--- src/b64sd_pkg.sv ---
// b64sd_pkg: shared types, code constants and the character mapping function
// for the base64 stream decoder. No dependencies.
package b64sd_pkg;

  // 7-bit character codes: 0..63 are sextets, then pad and invalid
  localparam logic [6:0] CodePad     = 7'h40;
  localparam logic [6:0] CodeInvalid = 7'h41;

  // one decoded quartet handed from the quartet stage to the output stage
  typedef struct packed {
    logic       load;
    logic [7:0] b1;
    logic [7:0] b2;
    logic [7:0] b3;
  } grp_t;

  // a code is a sextet when its top bit is clear
  function automatic logic is_sextet(input logic [6:0] code);
    return ~code[6];
  endfunction

  // ASCII character to 7-bit code
  function automatic logic [6:0] map_char(input logic [7:0] c);
    logic [7:0] diff;
    logic [6:0] code;
    diff = 8'd0;
    code = CodeInvalid;
    if (c >= 8'h41 && c <= 8'h5A) begin
      // 'A'..'Z' -> 0..25
      diff = c - 8'd65;
      code = diff[6:0];
    end else if (c >= 8'h61 && c <= 8'h7A) begin
      // 'a'..'z' -> 26..51
      diff = c - 8'd71;
      code = diff[6:0];
    end else if (c >= 8'h30 && c <= 8'h39) begin
      // '0'..'9' -> 52..61
      diff = c + 8'd4;
      code = diff[6:0];
    end else if (c == 8'h2B) begin
      code = 7'd62;
    end else if (c == 8'h2F) begin
      code = 7'd63;
    end else if (c == 8'h3D) begin
      code = CodePad;
    end
    return code;
  endfunction

endpackage

--- src/b64sd_quartet.sv ---
// b64sd_quartet: maps characters to codes, holds the first three codes of a
// quartet and decodes the full quartet on the fourth. Depends on b64sd_pkg.
module b64sd_quartet import b64sd_pkg::*; (
  input  logic       clk_i,
  input  logic       rst_ni,
  input  logic       in_valid_i,
  output logic       in_ready_o,
  input  logic [7:0] char_in_i,
  input  logic       end_of_text_i,
  input  logic       grp_free_i,
  output grp_t       grp_o
);

  logic [6:0] held_q [3];
  logic [1:0] pos_q, pos_d;
  logic       accept;
  logic [6:0] code;
  logic [6:0] v0, v1, v2;
  logic [1:0] low2;
  logic       keep;

  // the fourth character needs the output group register free
  assign in_ready_o = (pos_q != 2'd3) || grp_free_i;
  assign accept     = in_valid_i && in_ready_o;
  assign code       = map_char(char_in_i);

  assign v0 = held_q[0];
  assign v1 = held_q[1];
  assign v2 = held_q[2];

  // quartet decode
  assign keep = is_sextet(v0) && is_sextet(v1) &&
                (v2 != CodeInvalid) && (code != CodeInvalid);
  assign low2 = is_sextet(v2) ? v2[1:0] : 2'b11;

  always_comb begin
    grp_o.load = accept && (pos_q == 2'd3) && keep;
    grp_o.b1   = {v0[5:0], v1[5:4]};
    grp_o.b2   = is_sextet(v2) ? {v1[3:0], v2[5:2]} : 8'd0;
    grp_o.b3   = is_sextet(code) ? {low2, code[5:0]} : 8'd0;
  end

  // position in quartet
  always_comb begin
    pos_d = pos_q;
    if (accept) begin
      pos_d = pos_q + 2'd1;
      if (end_of_text_i) begin
        pos_d = 2'd0;
      end
    end
  end

  always_ff @(posedge clk_i or negedge rst_ni) begin
    if (!rst_ni) begin
      pos_q <= 2'd0;
    end else begin
      pos_q <= pos_d;
    end
  end

  // held codes
  always_ff @(posedge clk_i or negedge rst_ni) begin
    if (!rst_ni) begin
      held_q[0] <= 7'd0;
      held_q[1] <= 7'd0;
      held_q[2] <= 7'd0;
    end else if (accept) begin
      unique case (pos_q)
        2'd0:    held_q[0] <= code;
        2'd1:    held_q[1] <= code;
        2'd2:    held_q[2] <= code;
        default: ;
      endcase
    end
  end

endmodule

--- src/b64sd_out.sv ---
// b64sd_out: result register for one decoded quartet, drained one byte per
// output transaction. Depends on b64sd_pkg.
module b64sd_out import b64sd_pkg::*; (
  input  logic       clk_i,
  input  logic       rst_ni,
  input  grp_t       grp_i,
  output logic       grp_free_o,
  output logic       out_valid_o,
  input  logic       out_ready_i,
  output logic [7:0] byte_out_o,
  output logic       last_of_group_o
);

  logic [7:0] b1_q, b2_q, b3_q;
  logic [1:0] cnt_q, cnt_d;

  assign grp_free_o  = (cnt_q == 2'd0);
  assign out_valid_o = (cnt_q != 2'd0);

  // byte select from remaining count
  always_comb begin
    case (cnt_q)
      2'd3:    byte_out_o = b1_q;
      2'd2:    byte_out_o = b2_q;
      default: byte_out_o = b3_q;
    endcase
  end
  assign last_of_group_o = (cnt_q == 2'd1);

  // remaining byte count
  always_comb begin
    cnt_d = cnt_q;
    if (grp_i.load) begin
      cnt_d = 2'd3;
    end else if (out_valid_o && out_ready_i) begin
      cnt_d = cnt_q - 2'd1;
    end
  end

  always_ff @(posedge clk_i or negedge rst_ni) begin
    if (!rst_ni) begin
      cnt_q <= 2'd0;
    end else begin
      cnt_q <= cnt_d;
    end
  end

  // group payload
  always_ff @(posedge clk_i) begin
    if (grp_i.load) begin
      b1_q <= grp_i.b1;
      b2_q <= grp_i.b2;
      b3_q <= grp_i.b3;
    end
  end

  // a group is only loaded into an empty register
  a_load_empty: assert property (@(posedge clk_i) disable iff (!rst_ni)
    grp_i.load |-> (cnt_q == 2'd0))
    else $error("group loaded while bytes pending");

  // a stalled receiver keeps the pending count
  a_stall_hold: assert property (@(posedge clk_i) disable iff (!rst_ni)
    (out_valid_o && !out_ready_i) |=> $stable(cnt_q))
    else $error("pending count changed under stall");

  // after the third byte the register is empty or freshly loaded
  a_last_drains: assert property (@(posedge clk_i) disable iff (!rst_ni)
    (out_valid_o && out_ready_i && last_of_group_o) |=> (cnt_q == 2'd0 || cnt_q == 2'd3))
    else $error("group not drained after last byte");

endmodule

--- src/base64_stream_decoder_unit.sv ---
// base64_stream_decoder_unit: top level of the base64 stream decoder.
// Depends on b64sd_pkg, b64sd_quartet and b64sd_out.
//
// Usage:
//   Input channel (in_valid_i/in_ready_o) carries one ASCII character per
//   transaction, with end_of_text_i marking the last character; a partial
//   quartet left after it is dropped.
//   Output channel (out_valid_o/out_ready_i) carries decoded bytes, three per
//   accepted quartet, last_of_group_o high on the third. Quartets with a bad
//   or padded first/second character or an invalid third/fourth give nothing.
//   Latency: the first byte of a quartet is offered in the cycle after its
//   fourth character is taken; the other two follow one per cycle while out_ready_i is high.
//   Throughput: one character per cycle; the three bytes of a quartet drain
//   from the single group register, if the output does not stall, while the
//   next quartet's first three characters are taken. The group register sets
//   the limit: a quartet's fourth character waits while earlier bytes remain.
//   Reset: asynchronous, active low; clears the quartet position, held codes
//   and pending byte count, so the output is empty afterwards.
//   Stall: while out_ready_i is low the current byte holds; characters one to
//   three of the next quartet are still taken, the fourth waits.
module base64_stream_decoder_unit import b64sd_pkg::*; (
  input  logic       clk_i,
  input  logic       rst_ni,
  input  logic       in_valid_i,
  output logic       in_ready_o,
  input  logic [7:0] char_in_i,
  input  logic       end_of_text_i,
  output logic       out_valid_o,
  input  logic       out_ready_i,
  output logic [7:0] byte_out_o,
  output logic       last_of_group_o
);

  grp_t grp;
  logic grp_free;

  // character mapping and quartet decode
  b64sd_quartet u_quartet (
    .clk_i         (clk_i),
    .rst_ni        (rst_ni),
    .in_valid_i    (in_valid_i),
    .in_ready_o    (in_ready_o),
    .char_in_i     (char_in_i),
    .end_of_text_i (end_of_text_i),
    .grp_free_i    (grp_free),
    .grp_o         (grp)
  );

  // byte drain
  b64sd_out u_out (
    .clk_i           (clk_i),
    .rst_ni          (rst_ni),
    .grp_i           (grp),
    .grp_free_o      (grp_free),
    .out_valid_o     (out_valid_o),
    .out_ready_i     (out_ready_i),
    .byte_out_o      (byte_out_o),
    .last_of_group_o (last_of_group_o)
  );

endmodule

--- config.mk ---
export PLATFORM = sky130hd
export DESIGN_NAME = base64_stream_decoder_unit
export DESIGN_NICKNAME = d
export VERILOG_FILES = /design/src/b64sd_pkg.sv /design/src/b64sd_quartet.sv /design/src/b64sd_out.sv /design/src/base64_stream_decoder_unit.sv
export SDC_FILE = /design/constraint.sdc
export NUM_CORES = 1
export LEC_CHECK = 0
export BUFFER_PORTS_ARGS = -buffer_cell sky130_fd_sc_hd__clkbuf_2
export CORE_MARGIN = 2
export CORE_UTILIZATION = 60
export DETAILED_ROUTE_END_ITERATION = 12
export HOLD_SLACK_MARGIN = 0.02
export PLACE_DENSITY = 0.83
export SYNTH_ARGS = -nofsm -noshare
export SYNTH_HDL_FRONTEND = slang
export SYNTH_SLANG_ARGS = --single-unit
--- constraint.sdc ---
create_clock -name clk_i -period 6.7 [get_ports clk_i]
set_input_delay 1.005 -clock clk_i [delete_from_list [all_inputs] [get_ports clk_i]]
set_output_delay 1.005 -clock clk_i [all_outputs]
set_load 0.05 [all_outputs]
; Word-level counts from Yosys, hierarchy flattened
; Cells that the tools add are included.
[op_classes]
n_addsub = 5
multipliers = 0
n_div = 0
magnitude_cmp = 6
eq_ne = 12
n_shift = 0
mux = 11
bitwise = 2
reduce_logical = 18
[ops]
columns = op, count
row1 = $mux W7, 5
row2 = $eq A8 B6 Y1 const B, 3
row3 = $ge A8 B7 Y1 const B, 2
row4 = $le A8 B7 Y1 const B, 2
row5 = $pmux W8 S2, 1
row6 = $ne A7 B7 Y1 const B, 2
row7 = $sub A7 B7 Y7 const B, 2
row8 = $logic_and A1 B1 Y1, 10
row9 = $eq A2 B2 Y1 const B, 4
row10 = $ge A8 B6 Y1 const B, 1
row11 = $le A8 B6 Y1 const B, 1
row12 = $mux W2, 4
row13 = $add A7 B3 Y7 const B, 1
row14 = $reduce_and A2 Y1, 3
row15 = $eq A2 B1 Y1 const B, 2
row16 = $logic_not A2 Y1, 2
row17 = $reduce_bool A2 Y1, 2
row18 = $add A2 B1 Y2 const B, 1
row19 = $ne A2 B2 Y1 const B, 1
row20 = $not A1 Y1, 2
row21 = $sub A2 B1 Y2 const B, 1
row22 = $logic_or A1 B1 Y1, 1
row23 = $mux W1, 1
[totals]
regBits = 49
latchBits = 0
ram_bits = 0
romBits = 0
in_bits = 13
out_inout_bits = 11
word_cells = 62
memories = 0

; Longest topological paths before layout
; Gate-level depths: netlist of run 1.
[logic_depth]
word_depth = 11
depth_mapped = 10
mapped_depth_nobuf = 9

; Hierarchy
; Synthesis of run 1 repeated with hierarchy kept, for this count alone.
[unflattened]
hier_cells = 260
area_unflattened_um2 = 2812.7
[modules_own_cells]
columns = module, instances, cells_per_inst, area_per_inst_um2, seq_area_each_um2
row1 = b64sd_quartet, 1, 200, 1764.2, 575.6
row2 = b64sd_out, 1, 60, 1048.5, 770.7

; Worst setup path after synthesis of run 1
; Ideal clock, no wire load.
[synth_path]
path_kind = input-to-reg
startpoint = in char_in_i[2]
endpoint = reg u_out.b1_q[0], enable pin
setup_time_ns = 0.361
arrival_time_ns = 3.121
required_time_ns = 6.339
path_slack_ns = 3.218
path_stages = 9
path_buffers = 0
cell_sequence = inv_1 > ha_1 > a21oi_1 > a211o_1 > o21a_1 > a221oi_2 > nand2_2 > o41ai_2 > inv_1
[synth_rtl]
columns = item, line_no
row1 = start: declaration, base64_stream_decoder_unit.sv:26  ; input logic [7:0] char_in_i,
row2 = end signal: assignment, b64sd_out.sv:51  ; b1_q <= grp_i.b1;
row3 = end: declaration, b64sd_out.sv:14  ; logic [7:0] b1_q, b2_q, b3_q;

==> flow_metrics.tcl, run 1 <==
set metrics [dict create \
    outcome "finished clean" \
    synth_edf_count 24 \
    placed_area_mm2 0.00278 \
    setup_viol 0 \
    grt_pass1_vias 1906 \
    viasPerCell 6.11 \
    min_period_ps 3970 \
    synth_flop_cell "dfrtp_1" \
    drtIter0Drc 235 \
    critical_path_class "input port to flip-flop" \
    synth_commonest_cells "nand2_1 (39), dfrtp_1 (25), edfxtp_1 (24), ha_1 (16), nor2_1 (15)" \
    ys_seq_area_frac 0.510 \
    drive_gt1_frac 0.193 \
    cts_buffers 5 \
    syn-num-nets 275 \
    cts_setup_buffers 0 \
    maxCapViolations 0 \
    place_ws_ps 2450 \
    syn_area_mm2 0.00264 \
    cts_sinks 49 \
    grt_max_degree 26 \
    finalSetupTns_ps 0 \
    synth_area_leaders "edfxtp_1 (27%), dfrtp_1 (24%), ha_1 (7.6%)" \
    clock_path_buffers 2 \
    rsz0062_at_grt "no" \
    hold_class "flip-flop to flip-flop" \
    clkTransAtPathRegs_ps 80 \
    routabilityCongestion 0.924 \
    netlist.area_leader.share 0.273 \
    startpoint_type "input port" \
    drc 0 \
    io_pins 24 \
    fin_util 0.673 \
    path_max_fanout 24 \
    ctsResizeCount 0 \
    die_y_um 70.3 \
    crit_arrival_ps 3860 \
    synth_most_common_cell "nand2_1" \
    fmax_mhz 252 \
    portBuffers 23 \
    leakagePower_nw 1.24 \
    syn-mean-instance-area_um2 10.7 \
    firstDrtPassIters 4 \
    dp_hpwl_um 3850 \
    ant_nets 0 \
    clk_latency_ps 310 \
    power.density_mw_per_mm2 362 \
    synth_cell_types 52 \
    root_buffer "clkbuf_8" \
    initial_utilization 0.614 \
    grtUsageTotal 0.245 \
    skew_ps 16.4 \
    wl_per_cell_um 17.1 \
    yosys_register_bits 49 \
    critPathCaptureType "flip-flop" \
    ir_drop_uv 142 \
    holdBufCountCts 0 \
    overflow 0 \
    max_slew.worst_pin.slew_ps 935 \
    slew_headroom 0.376 \
    cts_tree "built" \
    htreeDepth 2 \
    diodes 0 \
    wl_um 5500 \
    fin_nets 298 \
    die_area_mm2 0.00494 \
    hold_viol 0 \
    syn_inst 246 \
    row_count 24 \
    synth_largest_area_cell "edfxtp_1" \
    setup_slack_ps 2730 \
    finalMaxSlewViolations 0 \
    syn2layout_area_growth_pct 9.63 \
    fp.dieW_um 70.3 \
    fin_crit_sh 0.592 \
    cp_data_required_time_ps 6590 \
    grt_pass1_wl_um 9290 \
    antenna_found_initial 0 \
    async_flop_share 0.510 \
    via_count 1967 \
    core-area_mm2 0.00429 \
    finalInstanceArea_mm2 0.00289 \
    yosys_warnings 0 \
]
-- state kept, by name, indices dropped and copies added (netlist names) --
| signal | count |
|---|---|
| u_quartet.v1 | 7 |
| u_quartet.pos_q | 2 |
| u_quartet.v0 | 7 |
| u_out.b1_q | 8 |
| u_out.cnt_q | 2 |
| u_out.b3_q | 8 |
| u_quartet.v2 | 7 |
| u_out.b2_q | 8 |
-- stage by stage --
stage	hold slack [ps]	std cells	power, mW
floorplan	419	246	0.737
finish	462	322	1.05
CTS	462	322	1.05
global route	469	322	1.10
detailed placement	443	314	0.845
global placement	433	314	0.828
-- power breakdown --
part | switching (mW) | leakage, nW | internal (mW)
clock network | 0.0957 | 0.0552 | 0.111
logic | 0.286 | 0.647 | 0.124
registers | 0.0512 | 0.533 | 0.378
-- cell type report --
| cell class | instances | area, um2 |
|---|---|---|
| fill | 322 | 1400 |
| sequential | 49 | 1350 |
| multi-input combinational | 177 | 1190 |
| timing repair buffer | 23 | 115 |
| clock buffer | 6 | 72.6 |
| tap | 52 | 65.1 |
| inverter | 13 | 62.6 |
| clock inverter | 2 | 35.0 |
-- cells in the final DEF, fill, tap and decap left out, types with 3 or more instances in the layout --
| cell | count |
|---|---|
| xnor2_1 | 4 |
| clkbuf_8 | 5 |
| nor2_1 | 15 |
| nor3_1 | 3 |
| a21oi_1 | 5 |
| nand2_2 | 4 |
| o21ai_0 | 6 |
| inv_1 | 12 |
| dfrtp_1 | 25 |
| a22oi_1 | 8 |
| ha_1 | 16 |
| nand2_1 | 39 |
| o21ai_1 | 10 |
| nand3_1 | 8 |
| clkbuf_2 | 23 |
| mux2_2 | 9 |
| nor2b_1 | 12 |
| edfxtp_1 | 24 |
| mux2_1 | 3 |
-- path summary, 6_finish.rpt --
path,start,end,slack (ps),cells past startpoint
hold / removal,u_quartet.v1[4],u_out.b1_q[0],460,0
min in group asynchronous,rst_ni,u_quartet.v0[5],690,1
setup / recovery,char_in_i[0],u_out.b2_q[4],2730,10
setup reg to reg,u_out.cnt_q[0],u_out.b2_q[4],4130,9
hold reg to reg,u_quartet.v1[4],u_out.b1_q[0],460,0
max in group asynchronous,rst_ni,u_quartet.v1[2],5570,1
-- kinds of logic after synthesis --
| group | count (synthesis) | share of synthesized area |
|---|---|---|
| AO/OA/AOI/OAI | 49 | 0.134 |
| multiplexers | 12 | 0.0512 |
| flip-flops | 49 | 0.510 |
| buffers and inverters | 20 | 0.0365 |
| AND/OR/NAND/NOR | 95 | 0.176 |
| adder cells (fa/ha/maj) | 16 | 0.0759 |
| XOR/XNOR | 5 | 0.0166 |
-- layer usage --
metal | track usage | part of all wire | up-vias
met5 | 0 | 0 | -
met4 | 0.107 | 0.030 | 0
met3 | 0.0404 | 0.047 | 17
met2 | 0.412 | 0.52 | 74
met1 | 0.312 | 0.41 | 955
li1 | - | - | 921
-- worst max-delay path, cell delays in order --
cell      delay [ps]
clkbuf_2         140
inv_1            160
ha_1             250
nand2_1          130
o311a_1          470
o21a_1           210
a221oi_2         460
nand2_2           80
o41ai_2          420
inv_1            500
(Power assumes the default switching activity.)
==> run 2: changes to the inputs <==
- CORE_UTILIZATION: 60 -> 53
- PLACE_DENSITY: 0.83 -> 0.78
- clock period: 6.7 -> 3.4 ns (I/O delays scaled with it)
==> flow_metrics.tcl, run 2 (synthesized netlist as in run 1, its figures left out) <==
set metrics [dict create \
    routabilityCongestion 0.951 \
    ir_drop_uv 258 \
    overflow 0 \
    drtIter0Drc 174 \
    drc 0 \
    antenna_found_initial 0 \
    slew_headroom 0.572 \
    combPwrFrac 0.408 \
    syn2layout_area_growth_pct 11.6 \
    viasPerCell 5.49 \
    layout_commonest_cell "nand2_1" \
    crit_arrival_ps 2950 \
    clkTransAtPathRegs_ps 90 \
    path_common_cell "inv_1" \
    finalSetupTns_ps 0 \
    clock_path_buffers 2 \
    power_switching_mw 0.845 \
    total_power_mw 1.98 \
    dp_hpwl_um 3890 \
    die_area_mm2 0.00556 \
    diodes 0 \
    holdBufCountCts 0 \
    grt_max_degree 26 \
    cts_sinks 49 \
    cp_cell_sequence "clkbuf_2 > inv_1 > ha_1 > a21oi_1 > a211o_1 > o21a_1 > a221oi_2 > nand2_2 > o41ai_2 > inv_1 > buf_12" \
    crit_buf_inv 4 \
    firstDrtPassIters 4 \
    rsz0062_at_grt "no" \
    reg2reg_from "u_out.cnt_q[0]" \
    initial_utilization 0.555 \
    grt_pass1_wl_um 8420 \
    path_max_fanout 24 \
    cp_slowest_cell "a221oi_2" \
    hold_class "input port to async pin" \
    setup_viol 0 \
    hold_viol 0 \
    cts_buffers 5 \
    min_period_ps 2900 \
    clk_latency_ps 300 \
    core-area_mm2 0.00475 \
    clkPwrFrac 0.169 \
    power.share.sequential 0.423 \
    cpLargestDelayFamily "compound AO/OA/AOI/OAI gates" \
    power.density_mw_per_mm2 674 \
    grtUsageTotal 0.203 \
    ant_nets 0 \
    cts_tree "built" \
    cpPeakStageDelay_ps 420 \
    ctsResizeCount 0 \
    leakagePower_nw 1.25 \
    internal_power_mw 1.14 \
    critical_path_class "input port to flip-flop" \
    row_count 25 \
    drive_gt1_frac 0.211 \
    fin_nets 303 \
    startpoint "char_in_i[2]" \
    fin_crit_sh 0.853 \
    max_slew.worst_pin.slew_ps 640 \
    final_cell_mix "nand2_1 (39), dfrtp_1 (25), edfxtp_1 (24)" \
    cp_data_required_time_ps 3450 \
    skew_ps 10.2 \
    grt_pass1_vias 1762 \
    htreeDepth 2 \
    wl_um 5330 \
    maxCapViolations 0 \
    fmax_mhz 345 \
    wl_per_cell_um 15.6 \
    sw_frac_of_total 0.426 \
    root_buffer "clkbuf_8" \
    startpoint_type "input port" \
    critPathCaptureType "flip-flop" \
    fp.dieW_um 74.5 \
    r2r_slack_ps 1320 \
    via_count 1879 \
    outcome "finished clean" \
    io_pins 24 \
    die_y_um 74.5 \
    reg_top3 "u_out.b1_q x8, u_out.b2_q x8, u_out.b3_q x8" \
    finalMaxSlewViolations 0 \
    cts_setup_buffers 0 \
    portBuffers 23 \
]
==> run 2: area by class of cell <==
class | count | area (um2)
clock buffers | 5 | 68.8
clock inverters | 3 | 21.3
fillers | 402 | 1810
inverters | 13 | 62.6
multi-input cells | 177 | 1190
flip-flops and latches | 49 | 1350
well taps | 67 | 83.8
repair buffers | 28 | 165
==> run 2: worst register-to-register path, cell delays in order, from the launching register on <==
cell and delay (ps):
dfrtp_1 430, inv_1 100, ha_1 170, inv_1 60
nand2_1 80, and2_1 250, nand3_1 130, a21oi_1 160
o41ai_2 110, inv_1 110, buf_12 180
==> run 2: metrics by stage <==
step | area (um2) | utilization | setup WS, ps | hold WS, ps | instances
floorplan | 2640 | - | 413 | 214 | 246
global placement | 2850 | 0.600 | 189 | 428 | 334
detailed placement | 2850 | 0.600 | 188 | 431 | 334
CTS | 2940 | 0.619 | 502 | 227 | 342
global route | 2940 | 0.619 | 309 | 249 | 342
finish | 2940 | 0.619 | 499 | 213 | 342
==> run 2: path summary, 6_finish.rpt <==
check / end / cells after the start
max reg2reg: u_out.b2_q[0] / 10
min: u_quartet.v1[5] / 1
min reg2reg: u_out.b1_q[5] / 0
max in group asynchronous: u_quartet.v1[2] / 1
max: u_out.b2_q[0] / 11
min in group clk_i: u_out.b1_q[5] / 0
==> run 2: power groups by stage <==
| stage | Combinational, mW | Sequential (mW) | Clock, mW |
|---|---|---|---|
| floorplan | 0.643 | 0.809 | 0 |
| global placement | 0.800 | 0.844 | 0 |
| detailed placement | 0.815 | 0.849 | 0 |
| CTS | 0.815 | 0.836 | 0.347 |
| global route | 0.881 | 0.852 | 0.367 |
| finish | 0.810 | 0.839 | 0.335 |
==> run 2: routing by layer <==
layer | wire length [um] | part of all wire | up-vias | GRT usage
li1 | - | - | 940 | -
met1 | 2440 | 0.46 | 893 | 0.262
met2 | 2640 | 0.50 | 39 | 0.344
met3 | 144 | 0.027 | 7 | 0.0339
met4 | 100 | 0.019 | 0 | 0.0794
met5 | 0 | 0 | - | 0
==> run 3: changes to the inputs <==
- BUFFER_PORTS_ARGS: -buffer_cell sky130_fd_sc_hd__clkbuf_2 -> not set
- CORE_UTILIZATION: 53 -> 57
- DONT_BUFFER_PORTS: not set -> 1
==> flow_metrics.tcl, run 3 (synthesized netlist as in run 1, its figures left out) <==
set metrics [dict create \
    cts_sinks 49 \
    rr_worst_depth 11 \
    hold_path_startpoint "end_of_text_i" \
    critPathCaptureType "flip-flop" \
    firstDrtPassIters 4 \
    finalSetupTns_ps 0 \
    die_y_um 72.0 \
    hold_viol 0 \
    setup_viol 0 \
    grt_pass1_wl_um 8420 \
    grtUsageTotal 0.215 \
    io_pins 24 \
    viasPerCell 5.90 \
    drive_gt1_frac 0.138 \
    fin_crit_sh 0.840 \
    crit_arrival_ps 2890 \
    die_area_mm2 0.00519 \
    cts_buffers 5 \
    diodes 0 \
    reg2reg_from "u_out.cnt_q[0]" \
    skew_ps 6.94 \
    drtIter0Drc 132 \
    root_buffer "clkbuf_8" \
    fin_util 0.645 \
    wl_um 5110 \
    reg2reg_to "u_out.b2_q[0]" \
    ir_drop_uv 283 \
    clk_latency_ps 300 \
    power.density_mw_per_mm2 703 \
    startpoint_type "input port" \
    critical_path_class "input port to flip-flop" \
    grt_max_degree 26 \
    slew_headroom 0.590 \
    r2r_slack_ps 770 \
    initial_utilization 0.598 \
    maxCapViolations 0 \
    path_max_fanout 24 \
    max_slew.worst_pin.slew_ps 613 \
    cp_slowest_cell "a221oi_2" \
    fmax_mhz 350 \
    drc 0 \
    min_period_ps 2850 \
    dp_hpwl_um 3720 \
    hold_path_depth 2 \
    cp_cell_sequence "inv_1 > ha_1 > a21oi_1 > a211o_1 > o21a_1 > a221oi_2 > nand2_2 > o41ai_2 > inv_1 > buf_4" \
    crit_buf_inv 3 \
    ant_nets 0 \
    clkTransAtPathRegs_ps 90 \
    instances_no_fill 305 \
    overflow 0 \
    clock_path_buffers 2 \
    syn2layout_area_growth_pct 8.02 \
    path_common_cell "inv_1" \
    rsz0062_at_grt "no" \
    portBuffers 0 \
    routabilityCongestion 0.967 \
    core-area_mm2 0.00441 \
    antenna_found_initial 0 \
    layout_commonest_cell "nand2_1" \
    finalMaxSlewViolations 0 \
    fp.dieW_um 72.0 \
    ctsResizeCount 0 \
    reg_top3 "u_out.b1_q x8, u_out.b2_q x8, u_out.b3_q x8" \
    htreeDepth 2 \
    cpLargestDelayFamily "compound AO/OA/AOI/OAI gates" \
    cpPeakStageDelay_ps 460 \
    holdPathEnd "u_quartet.pos_q[1]" \
    grt_pass1_vias 1718 \
    cts_tree "built" \
    final_cell_mix "nand2_1 (39), dfrtp_1 (25), edfxtp_1 (24)" \
    via_count 1799 \
    hold_class "input port to flip-flop" \
    row_count 24 \
    fin_nets 281 \
    outcome "finished clean" \
    wl_per_cell_um 16.8 \
    cp_data_required_time_ps 3440 \
    leakagePower_nw 1.18 \
    dp_cells 295 \
]
==> run 3: cell count changes in the layout (fill, tap and decap cells not counted) <==
cell	delta
clkinv_2	-1
dlygate4sd3_1	+1
inv_6	-1
clkbuf_8	+1
bufinv_16	+1
clkbuf_2	-23
==> run 3: layout make-up <==
cell class | instances | area, um2
clock buffers | 6 | 82.6
fillers | 356 | 1570
repair buffers | 6 | 60.1
inverters | 13 | 62.6
clock inverters | 2 | 37.5
multi-input cells | 177 | 1190
flip-flops and latches | 49 | 1350
well taps | 52 | 65.1
==> run 3: metrics by stage <==
step | power (mW) | hold WS, ps | setup slack, ps | instance area [um2]
6_report | 2.00 | 391 | 545 | 2850
5_1_grt | 2.11 | 402 | 386 | 2850
4_1_cts | 2.02 | 392 | 559 | 2850
3_5_place_dp | 1.59 | 215 | 248 | 2700
3_3_place_gp | 1.57 | 215 | 387 | 2700
2_1_floorplan | 1.45 | 214 | 413 | 2640
==> run 3: worst max-delay path by stage <==
stage / startpoint / end / cells past startpoint
floorplan: char_in_i[2] / u_out.b1_q[0] / 9
global placement: char_in_i[2] / u_out.b1_q[6] / 10
detailed placement: char_in_i[2] / u_out.b2_q[2] / 10
CTS: char_in_i[2] / u_out.b2_q[0] / 10
global route: char_in_i[2] / u_out.b2_q[0] / 10
finish: char_in_i[2] / u_out.b2_q[0] / 10
==> run 3: layer usage <==
layer	routed length, um	track usage	part of all wire	vias up
met1	2350	0.295	0.46	837
met2	2420	0.338	0.47	62
li1	-	-	-	888
met5	0	0	0	-
met3	220	0.0444	0.043	12
met4	120	0.0839	0.023	0
==> run 3: power breakdown <==
part / leakage, nW / switching, mW / internal [mW]
clock network: 0.0574 / 0.188 / 0.239
registers: 0.533 / 0.0925 / 0.744
logic: 0.584 / 0.535 / 0.206
==> run 3: timing repair <==
| action | CTS | global route |
|---|---|---|
| hold buffers | 2 | 0 |
| setup buffers | 0 | 0 |
| endpoints found under the hold margin | 25 | 0 |
